[config.mk]
export PLATFORM = sky130hd
export DESIGN_NAME = ple_window_mem
export DESIGN_NICKNAME = d
export VERILOG_FILES = /design/src/sv/ple_pkg.sv /design/src/sv/ple_window_mem.sv
export SDC_FILE = /design/constraint.sdc
export NUM_CORES = 1
export LEC_CHECK = 0
export BUFFER_PORTS_ARGS = -buffer_cell sky130_fd_sc_hd__buf_2
export CELL_PAD_IN_SITES_DETAIL_PLACEMENT = 2
export CELL_PAD_IN_SITES_GLOBAL_PLACEMENT = 2
export CORE_MARGIN = 2
export CORE_UTILIZATION = 40
export DETAILED_ROUTE_END_ITERATION = 10
export PLACE_DENSITY = 0.72
export SYNTH_ARGS = -nofsm -noshare
export SYNTH_HDL_FRONTEND = slang
export SYNTH_SLANG_ARGS = --single-unit
export TNS_END_PERCENT = 5
[constraint.sdc]
create_clock -name clk -period 16.6 [get_ports clk]
set_input_delay 0.83 -clock clk [delete_from_list [all_inputs] [get_ports clk]]
set_output_delay 0.83 -clock clk [all_outputs]
set_load 0.01 [all_outputs]
[src/sv/ple_pkg.sv]
`timescale 1ns / 1ps

package ple_pkg;

  // Window and channel geometry
  localparam int WINDOW_LEN = 3;
  localparam int NUM_CH     = 5;
  localparam int SMP_W      = 32;
  localparam int HOR_W      = 6;
  localparam logic [HOR_W-1:0] HOR_RST = HOR_W'(6);

  localparam int SLOT_W = $clog2(WINDOW_LEN);
  localparam int CNT_W  = $clog2(WINDOW_LEN + 1);

  // Position weight d = 2i - (N-1), signed
  localparam int D_W = $clog2(WINDOW_LEN) + 1;

  // Accumulators: T = sum(y), S = sum(d * y)
  localparam int T_W = SMP_W + $clog2(WINDOW_LEN);
  localparam int S_W = SMP_W + $clog2(WINDOW_LEN * WINDOW_LEN);

  // num = (N^2-1) * T + 3 * (2h + N-1) * S
  localparam int CT    = WINDOW_LEN * WINDOW_LEN - 1;
  localparam int CT_W  = $clog2(CT + 1) + 1;
  localparam int K_OFS = 3 * (WINDOW_LEN - 1);
  localparam int K_MAX = 6 * (2 ** HOR_W - 1) + K_OFS;
  localparam int K_W   = $clog2(K_MAX + 1) + 1;
  localparam int PT_W  = T_W + CT_W;
  localparam int PS_W  = S_W + K_W;
  localparam int NUM_W = PS_W + 1;
  localparam int DVD_W = NUM_W + 1;

  localparam logic signed [CT_W-1:0] CT_C = CT_W'(CT);

  // Rounded division: q = floor((2|num| + DEN) / (2 DEN))
  localparam int DEN   = WINDOW_LEN * CT;
  localparam int DEN2  = 2 * DEN;
  localparam int REM_W = $clog2(DEN2);

  localparam int DIV_STEPS = 4;
  localparam int DIV_CYC   = SMP_W / DIV_STEPS;
  localparam int DCNT_W    = $clog2(DIV_CYC);

  localparam logic [SMP_W-1:0] SMP_MAX = {1'b0, {(SMP_W-1){1'b1}}};
  localparam logic [SMP_W-1:0] SMP_MIN = {1'b1, {(SMP_W-1){1'b0}}};

  typedef logic [NUM_CH-1:0][SMP_W-1:0] row_t;
  typedef logic [SLOT_W-1:0] slot_t;

  typedef enum logic [2:0] {
    ST_IDLE,
    ST_READ,
    ST_MUL,
    ST_SUM,
    ST_LOAD,
    ST_DIV,
    ST_OUT
  } ple_state_t;

  typedef struct packed {
    logic load;
    logic step;
  } ple_div_ctl_t;

endpackage

[src/sv/ple_window_mem.sv]
`timescale 1ns / 1ps

module ple_window_mem (
  input  logic          clk,
  input  logic          wr_en,
  input  ple_pkg::slot_t wr_addr,
  input  ple_pkg::row_t  wr_data,
  input  logic          rd_en,
  input  ple_pkg::slot_t rd_addr,
  output ple_pkg::row_t  rd_data
);
  import ple_pkg::*;

  row_t mem [WINDOW_LEN];
  row_t rd_data_r;

  always_ff @(posedge clk) begin
    if (wr_en) begin
      mem[wr_addr] <= wr_data;
    end
  end

  always_ff @(posedge clk) begin
    if (rd_en) begin
      rd_data_r <= mem[rd_addr];
    end
  end

  assign rd_data = rd_data_r;

endmodule

* Word-level counts from Yosys, hierarchy flattened
Memories as Yosys holds them, arrays and structs flattened. A register that Yosys moved wholly into a read port is not among the register bits.
Index checks and enable logic that the tools add are counted.
** Word-level totals
- Register bits after elaboration :: 0
- Memories kept :: 1
- Input port bits :: 167
- Bits in writable memories :: 480
** Memory list
- mem :: words 3, bits a word 160, rd ports 1, clocked after memory_dff 1, wr ports 1, line ple_window_mem.sv:14 : row_t mem [WINDOW_LEN];
** Cells by class
- Multiplexer cells :: 2
** Operator list (count)
- $mux 1 :: 2

* Logic depth before layout (Yosys ltp)
Gate-level depths: netlist of run 1.
- Depth in word-level cells :: 2
- Gate-level depth with buffers :: 5
- Mapped depth without buffers :: 2

* Least setup slack after synthesis of run 1
OpenSTA, ideal clock, no wires.
- Path type :: input port to flip-flop
- From :: input port wr_addr[0]
- To :: memory mem[0][0] (netlist name) (enable)
- Data required time :: 15688 ps
- Setup slack :: 3259 ps
- Cell stages on the path :: 1
- Arrival :: 12430 ps
- Buffers on the path :: 0
- Cell sequence :: nor3b_1
** RTL lines
- start: declaration :: line ple_window_mem.sv:6 : input ple_pkg::slot_t wr_addr,
- end: declaration :: line ple_window_mem.sv:14
Straight into the memory's write port.

* Final worst setup path of run 1
- From :: input port wr_addr[1]
- To :: memory mem[1][24] (netlist name) (enable)
Straight into the memory's write port.

==> reports/results.tsv, run 1 <==
metric	value	unit
outcome	finished clean	
cp.required	16810	ps
num_io_pins	327	
r2r-start	mem[1][6]	
ys_seq_area_share	85.0	%
fmax	0.379	GHz
hold_buffers	0	
min_period	2640	ps
post-cts-setup-buffer-count	0	
drt-initial-drc-count	523	
fin_crit_sh	15.9	%
hp-start	wr_data[85]	
synth_top_cell_by_area	edfxtp_1	
cts_resized	0	
skew	25.1	ps
via_per_inst	4.93	
path_clk_slew	60	ps
regArea	19200	um2
track_usage	19.7	%
cts_buffer_depth	3	
cts_htree_levels	3	
drcViolationCount	0	
hold_violations	0	
core-area	56200	um2
cp.arrival	2850	ps
gp_congestion	0.719	
grt_overflow	0	
multi_input_area	3040	um2
cts-buffers-inserted	69	
ys_top_cells_by_area	edfxtp_1 85%, mux2i_1 7.1%, nand2_1 2.7%, o21ai_1 2.2%, o21ai_0 1.3%	
p_leak	9.92	nW
grt_pass1_vias	13200	
die-area	58400	um2
tightest_slew	1130	ps
cts_tree	done	
area_delta_synth_final	19.8	%
worstPathMaxFanout	56	
via_count	11600	
worstSetupStartpoint	wr_addr[1]	
clock_latency	600	ps
wl_per_cell	24.4	um
io_buffer_count	326	
dieHeight	242	um
criticalPathCategory	primary input to register	
ir_drop	0.0864	mV
setup_viol	0	
ys_warn_count	0	
fill_cells	5247	
maxSlewViolCount	0	
nNetsFinal	1700	
crit_path_end_kind	register	
drt-total-wl	57300	um
drive_gt1_share	27.4	%
power_density	131	nW/um2
fp-row-count	87	
startpoint_type	primary input	
rsz0062_at_grt	false	
yosys_register_bits	640	
cts_sinks	640	
antenna_found_initial	9	
clock-root-buffer	clkbuf_16	
synth_cells	1176	
initial_core_util	40.2	%
hold_slack	431	ps
route.antenna.remaining_nets	0	
synth_nets	1343	
setup_tns	0	ps
die_w	242	um
max-slew-margin-rel	24.6	%
drv_cap	0	
yosysUniqueCellTypes	12	
synth.avg_cell_area	19.2	um2
grt_max_degree	133	
grt_pass1_wl	85800	um
place_hpwl	34500	um
netlist_area	22600	um2
dr.pass1.iters	4	
hold_path_class	primary input to register	
synth.top_cell.area_share	85.0	%
-- state kept, by name, summed over array words and instances, names as in the netlist --
name / count
mem: 480
rd_data: 160
-- routing by layer --
metal | track usage [%] | part of all wire (%) | up-vias
met4 | 5.34 | 1.9 | 10
met2 | 36.1 | 55 | 247
met1 | 22.9 | 39 | 5980
li1 | - | - | 5256
met5 | 0 | 0.10 | -
met3 | 5.08 | 4.8 | 87
-- path summary, 6_finish.rpt --
check                end  cells past startpoint  slack, ps
max           mem[1][24]                      3      13960
min reg2reg  rd_data[31]                      2        540
min           mem[0][85]                      1        430
max reg2reg   rd_data[6]                      2      15590
-- cells in the final DEF, fill, tap and decap left out --
cell type   count
o21ai_0        60
clkbuf_1       12
bufinv_16       2
o21ai_1       100
mux2i_1       160
clkinv_8        1
buf_8           2
edfxtp_1      640
buf_4          13
clkinvlp_4      2
nor3b_2         1
inv_6           3
nand2_1       160
clkinv_2       13
buf_6           1
diode_2         6
clkinv_1       18
buf_2         323
and3b_4         2
clkbuf_16      72
-- cell type report --
type | instances | area share, %
Antenna cell | 6 | 0.0555
Clock buffer | 84 | 6.82
Clock inverter | 39 | 0.924
Multi-Input combinational cell | 483 | 11.2
Sequential cell | 640 | 71.0
Tap cell | 756 | 3.49
Timing Repair Buffer | 339 | 6.48
-- logic make-up (layout without fill, tap and decap cells) --
| group | after synthesis | count (layout) | synth area share (%) |
|---|---|---|---|
| mux | 160 | 160 | 7.09 |
| simple gates | 163 | 163 | 2.77 |
| flops | 640 | 640 | 85.0 |
| buf+inv | 53 | 462 | 1.56 |
| other cells | 0 | 6 | 0 |
| compound gates | 160 | 160 | 3.54 |
-- worst max-delay path, stage by stage --
cell and delay, ps:
buf_2 120, and3b_4 950, buf_4 840
-- cells in the mapped netlist --
cell type,number
nor3b_1,1
o21ai_1,100
buf_4,7
clkbuf_1,30
mux2i_1,160
nand2_1,160
buf_8,11
edfxtp_1,640
and3b_1,2
o21ai_0,60
buf_2,3
buf_1,2
-- stage by stage --
stage / area, um2 / total power, mW / std cells / setup slack (ps) / util (%)
2_1_floorplan: 22600 / 2.03 / 1176 / 3260 / -
3_3_place_gp: 25000 / 2.11 / 2218 / 13340 / 44.4
3_5_place_dp: 25000 / 2.13 / 2218 / 13310 / 44.4
4_1_cts: 27100 / 3.59 / 2341 / 13940 / 48.2
5_1_grt: 27100 / 3.66 / 2343 / 13830 / 48.2
6_report: 27100 / 3.54 / 2347 / 13960 / 48.2
-- report_power, final --
group	total, mW	leakage [nW]	switching (mW)	internal [mW]
logic	0.189	2.90	0.125	0.0633
registers	1.91	6.00	0.0279	1.88
clock network	1.44	1.03	0.619	0.823
No activity file was read; power rests on OpenSTA's default activity.
==> run 2, diff against run 1 <==
==> constraint.sdc (replaced) <==
create_clock -name clk -period 2.7 [get_ports clk]
set_input_delay 0.135 -clock clk [delete_from_list [all_inputs] [get_ports clk]]
set_output_delay 0.135 -clock clk [all_outputs]
set_load 0.01 [all_outputs]
==> run 2 against run 1 <==
Worst setup slack got worse by 13000 ps. Sequential share of layout area fell by 4.5 points. Largest cell class unchanged. Global-route usage rose by 2.0 points. Combinational power rose to 7.6 times the previous value. Register-to-register slack got worse by 14000 ps. Total power rose to 6.2 times the previous value. Flip-flop and latch count did not move. Critical path depth fell by 2. First-iteration DRC count rose by 24%. Non-clock buffer count rose by 172.
==> reports/results.tsv, run 2 (synthesis results as in run 1) <==
metric	value	unit	change
outcome	finished clean		
r2r-start	mem[1][31]		
clock-root-buffer	clkbuf_16		
layout_commonest_cell	edfxtp_1		
die-area	58400	um2	unchanged
crit_family	flip-flops		
wl_per_cell	25.2	um	+3.3%
track_usage	21.8	%	+2.0 points
startpoint_type	register		
grt_pass1_vias	14400		+9.0%
cp.arrival	1250	ps	-1600 ps
hold_violations	0		unchanged
hold_path_class	primary input to register		
grt_max_degree	102		-23%
met3_usage	3.61	%	-1.5 points
initial_core_util	40.2	%	unchanged
rsz0062_at_grt	false		
slowest_stage	edfxtp_1		
cp.required	2570	ps	-14240 ps
grt_overflow	0		unchanged
dieHeight	242	um	unchanged
via_per_inst	4.98		+0.93%
num_io_pins	327		unchanged
met2_usage	39.7	%	+3.6 points
antenna_found_initial	3		-6
die_w	242	um	unchanged
top_usage_layer	met2		
holdPathEnd	rd_data[149]		
crit_path_end_kind	primary output		
gp_congestion	0.742		+3.3%
min_period	1380	ps	
drive_gt1_share	24.8	%	-2.7 points
cts_sinks	640		unchanged
grt_pass1_wl	94100	um	+9.7%
fmax	0.723	GHz	
met1_usage	26.3	%	+3.3 points
dr.pass1.iters	5		+1
clock_latency	600	ps	about the same
cts-buffers-inserted	69		unchanged
area_delta_synth_final	27.9	%	
r2r_cells	2		unchanged
hold_slack	77.8	ps	-353 ps
slowest_delay	470	ps	-480 ps
cts_buffer_depth	3		unchanged
fp-row-count	87		unchanged
tightest_slew	751	ps	-380 ps
maxSlewViolCount	0		unchanged
ir_drop	0.551	mV	+540%
power_density	759	nW/um2	+480%
setup_viol	0		unchanged
path_cells	buf_2		
drv_cap	0		unchanged
fin_crit_sh	51.2	%	
nNetsFinal	1872		+10%
criticalPathCategory	register to primary output		
io_buffer_count	326		unchanged
cts_htree_levels	3		unchanged
post-cts-setup-buffer-count	0		unchanged
crit_buf_inv	1		-1
final_cell_mix	640 x edfxtp_1, 323 x buf_2, 160 x mux2i_1, 160 x nand2_1, 160 x dlygate4sd3_1		
skew	12.6	ps	-12.5 ps
cts_resized	0		unchanged
rrSetupSlack	1590	ps	-14000 ps
r2r_end	rd_data[31]		
path_clk_slew	60	ps	about the same
via_count	12500		+8.0%
worstPathMaxFanout	1		-98%
p_leak	10.7	nW	+7.6%
largest_reg_flops	480		unchanged
hp-start	rd_en		
core-area	56200	um2	unchanged
drcViolationCount	0		unchanged
route.antenna.remaining_nets	0		unchanged
drt-total-wl	63400	um	+11%
cts_tree	done		
utilization	51.5	%	+3.3 points
largest-register	mem		
holdPathStages	1		unchanged
place_hpwl	36500	um	+5.6%
setup_tns	0	ps	unchanged
drt-initial-drc-count	647		+24%
max-slew-margin-rel	50.0	%	+25 points
[run 2: changes by cell type in the layout (fill, tap and decap cells not counted), sizes merged]
cell,before,now
dlygate4sd3,0,160
buf,339,351
clkinv,32,22
clkbuf,84,93
diode,6,3
clkinvlp,2,0
bufinv,2,1
[run 2: worst reg2reg max path, stage by stage, from the launching register on]
cell	delay, ps
edfxtp_1	440
mux2i_1	220
o21ai_0	160
[run 2: layout make-up]
cell class | instances | area (um2)
antenna | 3 | 7.51
clock buffer | 93 | 1880
clock inverter | 26 | 155
fill | 5148 | 27300
multi-input combinational | 483 | 3050
sequential | 640 | 19200
tap | 756 | 946
timing repair buffer | 511 | 3660
[run 2: how the worst max path moves through the flow]
| stage | startpoint | depth (start not counted) | slack (ps) | end |
|---|---|---|---|---|
| after floorplan | wr_en | 1 | -1940 | mem[0][0] |
| after global placement | wr_addr[1] | 3 | 1120 | mem[1][152] |
| after detailed placement | rd_addr[0] | 4 | 1050 | rd_data[45] |
| after CTS | rd_data[49] | 1 | 1300 | rd_data[49] |
| after global routing | rd_data[49] | 1 | 1280 | rd_data[49] |
| final | rd_data[43] | 1 | 1320 | rd_data[43] |
[run 2: power by group]
group          total (mW)  internal, mW  switching [mW]  leakage [nW]
combinational        1.43         0.578           0.853          3.69
clock                8.75          4.97            3.78         0.987
sequential           11.8          11.6           0.203          6.00
total                21.9          17.1            4.84          10.7
[run 2: what timing repair did]
item,CTS,global route
hold endpoints to repair,480,0
hold buffers,160,0
endpoints found under the setup margin,0,0
[run 2: stage by stage]
step	instance area [um2]	std cells	setup WS, ps	power (mW)
6_report	28900	2512	1320	21.9
3_5_place_dp	25300	2230	1050	13.2
4_1_cts	28900	2509	1300	22.1
2_1_floorplan	22600	1176	-1940	12.5
5_1_grt	28900	2511	1280	22.6
3_3_place_gp	25300	2230	1120	13.0
[run 2: layer usage]
layer,routed length (um),vias up,part of all wire [%]
met5,13,-,0.021
met4,1720,2,2.7
met3,2520,110,4.0
met2,33700,346,53
met1,25400,6458,40
li1,-,5593,-
==> run 3, diff against run 2 <==
--- a/config.mk
+++ b/config.mk
@@ -5,13 +5,14 @@
 export SDC_FILE = /design/constraint.sdc
 export NUM_CORES = 1
 export LEC_CHECK = 0
+export ABC_AREA = 1
 export BUFFER_PORTS_ARGS = -buffer_cell sky130_fd_sc_hd__buf_2
 export CELL_PAD_IN_SITES_DETAIL_PLACEMENT = 2
 export CELL_PAD_IN_SITES_GLOBAL_PLACEMENT = 2
 export CORE_MARGIN = 2
-export CORE_UTILIZATION = 40
+export CORE_UTILIZATION = 39
 export DETAILED_ROUTE_END_ITERATION = 10
-export PLACE_DENSITY = 0.72
+export PLACE_DENSITY = 0.76
 export SYNTH_ARGS = -nofsm -noshare
 export SYNTH_HDL_FRONTEND = slang
 export SYNTH_SLANG_ARGS = --single-unit
==> constraint.sdc (replaced) <==
create_clock -name clk -period 1.4 [get_ports clk]
set_input_delay 0.07 -clock clk [delete_from_list [all_inputs] [get_ports clk]]
set_output_delay 0.07 -clock clk [all_outputs]
set_load 0.01 [all_outputs]
==> run 3 against run 2 <==
Worst hold slack got worse by 42 ps. Utilization decreased by 0.57 points. First-iteration DRC count increased by 46%. Design area increased by 8.0%. Clock skew increased by 19 ps. Wire length increased by 26%. Via count increased by 28%. Final cell count increased by 29%. Global-route usage increased by 3.7 points. Register-to-register slack got worse by 1300 ps. Worst setup slack got worse by 1200 ps.
==> reports/results.tsv, run 3 <==
metric	value	unit	change
maxSlewViolCount	0		unchanged
skew	31.4	ps	+18.9 ps
path_clk_slew	60	ps	about the same
largest_reg_flops	480		unchanged
gp_congestion	0.774		+4.4%
synth-compound-area-share	0	%	-3.5 points
max-slew-margin-rel	68.2	%	+18 points
synth.avg_cell_area	13.1	um2	-32%
die-area	63700	um2	+9.0%
ir_drop	0.887	mV	+61%
final_cells	3249		+29%
wl_per_cell	24.7	um	-2.3%
fmax	0.752	GHz	
slowest_delay	450	ps	-20 ps
worstPathMaxFanout	1		unchanged
crit_path_end_kind	primary output		
yosysMostFrequentCell	nand2_1		
rrSetupSlack	320	ps	-1270 ps
cts_buffer_depth	3		unchanged
via_per_inst	4.91		-1.4%
yosysUniqueCellTypes	12		unchanged
synth-adder-area-share	0	%	unchanged
holdPathStages	3		+2
power_density	1440	nW/um2	+90%
route.antenna.remaining_nets	0		unchanged
hp-start	wr_addr[0]		
slowest_stage	edfxtp_1		
final_cell_mix	641 x nand2_1, 640 x edfxtp_1, 323 x buf_2		
post_dp_cell_area	27300	um2	+8.2%
synth.area.mux_share	0	%	-7.1 points
drcViolationCount	0		unchanged
hold_buffers	162		+1.3%
async_flop_share	0	%	unchanged
io_buffer_count	326		unchanged
tightest_slew	477	ps	-274 ps
synth_top_flop_cell	edfxtp_1		
criticalPathCategory	register to primary output		
area_delta_synth_final	29.9	%	
post-cts-setup-buffer-count	0		unchanged
antenna_found_initial	8		+5
initial_core_util	39.2	%	-1.0 points
dr.pass1.iters	5		unchanged
pre_cts_slack	36.6	ps	-1010 ps
drv_cap	0		unchanged
netlist_area	24100	um2	+6.4%
setup_tns	0	ps	unchanged
hold_path_class	primary input to register		
grt_pass1_vias	18400		+28%
die_w	252	um	+4.4%
hold_violations	0		unchanged
synth_cells	1837		+56%
p_leak	13.4	nW	+26%
r2r-start	mem[0][71]		
nNetsFinal	2572		+37%
setup_viol	0		unchanged
grt_overflow	0		unchanged
synth.top_cell.area_share	79.9	%	-5.1 points
cp.required	1330	ps	-1240 ps
ys_top_cells_by_area	edfxtp_1 80%, nand2_1 10%, inv_1 5.0%, nand3_1 3.3%, buf_4 0.72%		
grt_pass1_wl	118000	um	+26%
dieHeight	252	um	+4.4%
outcome	finished clean		
fin_crit_sh	95.0	%	
drt-initial-drc-count	947		+46%
num_io_pins	327		unchanged
startpoint_type	register		
clock-root-buffer	clkbuf_16		
yosys.area_share.simple	13.4	%	+11 points
via_count	15900		+28%
synth_top_family_by_area	simple AND/OR/NAND/NOR gates		
drive_gt1_share	20.8	%	-4.0 points
synth_nets	2004		+49%
core-area	61400	um2	+9.3%
drt-total-wl	80100	um	+26%
rsz0062_at_grt	false		
fp-row-count	91		+4.6%
design_area	31200	um2	+8.0%
synth_top_cell_by_area	edfxtp_1		
cts_tree	done		
dp.cells	2959		+33%
cts_sinks	640		unchanged
largest-register	mem		
layout_commonest_cell	nand2_1		
synth_edf_count	640		unchanged
r2r_end	rd_data[71]		
cts_htree_levels	3		unchanged
cp.arrival	1260	ps	about the same
crit_buf_inv	1		unchanged
holdPathEnd	mem[2][43]		
yosys_register_bits	640		unchanged
cts-buffers-inserted	72		+4.3%
crit_family	flip-flops		
clock_latency	630	ps	+30 ps
place_hpwl	49200	um	+35%
fin_ws	69.8	ps	-1250 ps
ys_warn_count	0		unchanged
ys_seq_area_share	79.9	%	-5.1 points
path_cells	buf_2		
track_usage	25.5	%	+3.7 points
grt_max_degree	78		-24%
r2r_cells	4		+2
min_period	1330	ps	
yosys.area_share.xor_xnor	0	%	unchanged
cts_resized	0		unchanged
synth_common_cells	641 x nand2_1, 640 x edfxtp_1, 321 x inv_1		
-- run 3: area by class of cell --
class | instances | area, um2
clock buffer | 86 | 1960
fill | 5836 | 30100
tap | 790 | 988
timing repair buffer | 564 | 4270
antenna | 2 | 5.00
sequential | 640 | 19200
multi-input combinational | 804 | 3250
clock inverter | 40 | 325
inverter | 323 | 1220
-- run 3: metal layers --
metal	global-route usage [%]	up-vias	part of all wire, %
met3	4.28	143	4.4
met5	0	-	0.10
met1	30.1	8184	39
li1	-	7148	-
met2	46.6	462	53
met4	9.04	12	2.9
-- run 3: cells by family (layout without fill, tap and decap cells) --
kind of cell / count (synthesis) / in the layout
AND/OR/NAND/NOR: 804 / 804
buffers and inverters: 393 / 1013
other: 0 / 2
flip-flops: 640 / 640
-- run 3: per-stage QoR --
step	util, %	power, mW	hold WS [ps]
after global placement	44.5	25.7	277
after global routing	50.9	46.4	42.7
after CTS	50.9	45.1	26.6
final	50.9	45.0	35.9
after detailed placement	44.5	26.0	283
after floorplan	-	24.2	169
-- run 3: how the worst max path moves through the flow --
| stage | endpoint | slack, ps | from | cells past startpoint |
|---|---|---|---|---|
| final | rd_data[126] | 70 | rd_data[126] | 1 |
| after global routing | rd_data[126] | 40 | rd_data[126] | 1 |
| after CTS | rd_data[126] | 50 | rd_data[126] | 1 |
| after detailed placement | mem[1][143] | 40 | wr_en | 5 |
| after global placement | mem[0][29] | 80 | wr_addr[0] | 4 |
| after floorplan | mem[1][0] | -3240 | wr_en | 2 |
-- run 3: report_power, final --
| part | total (mW) | leakage [nW] | switching, mW | internal, mW |
|---|---|---|---|---|
| clock network | 18.9 | 1.13 | 8.00 | 10.9 |
| logic | 3.45 | 6.30 | 2.19 | 1.26 |
| registers | 22.7 | 5.99 | 0.378 | 22.3 |
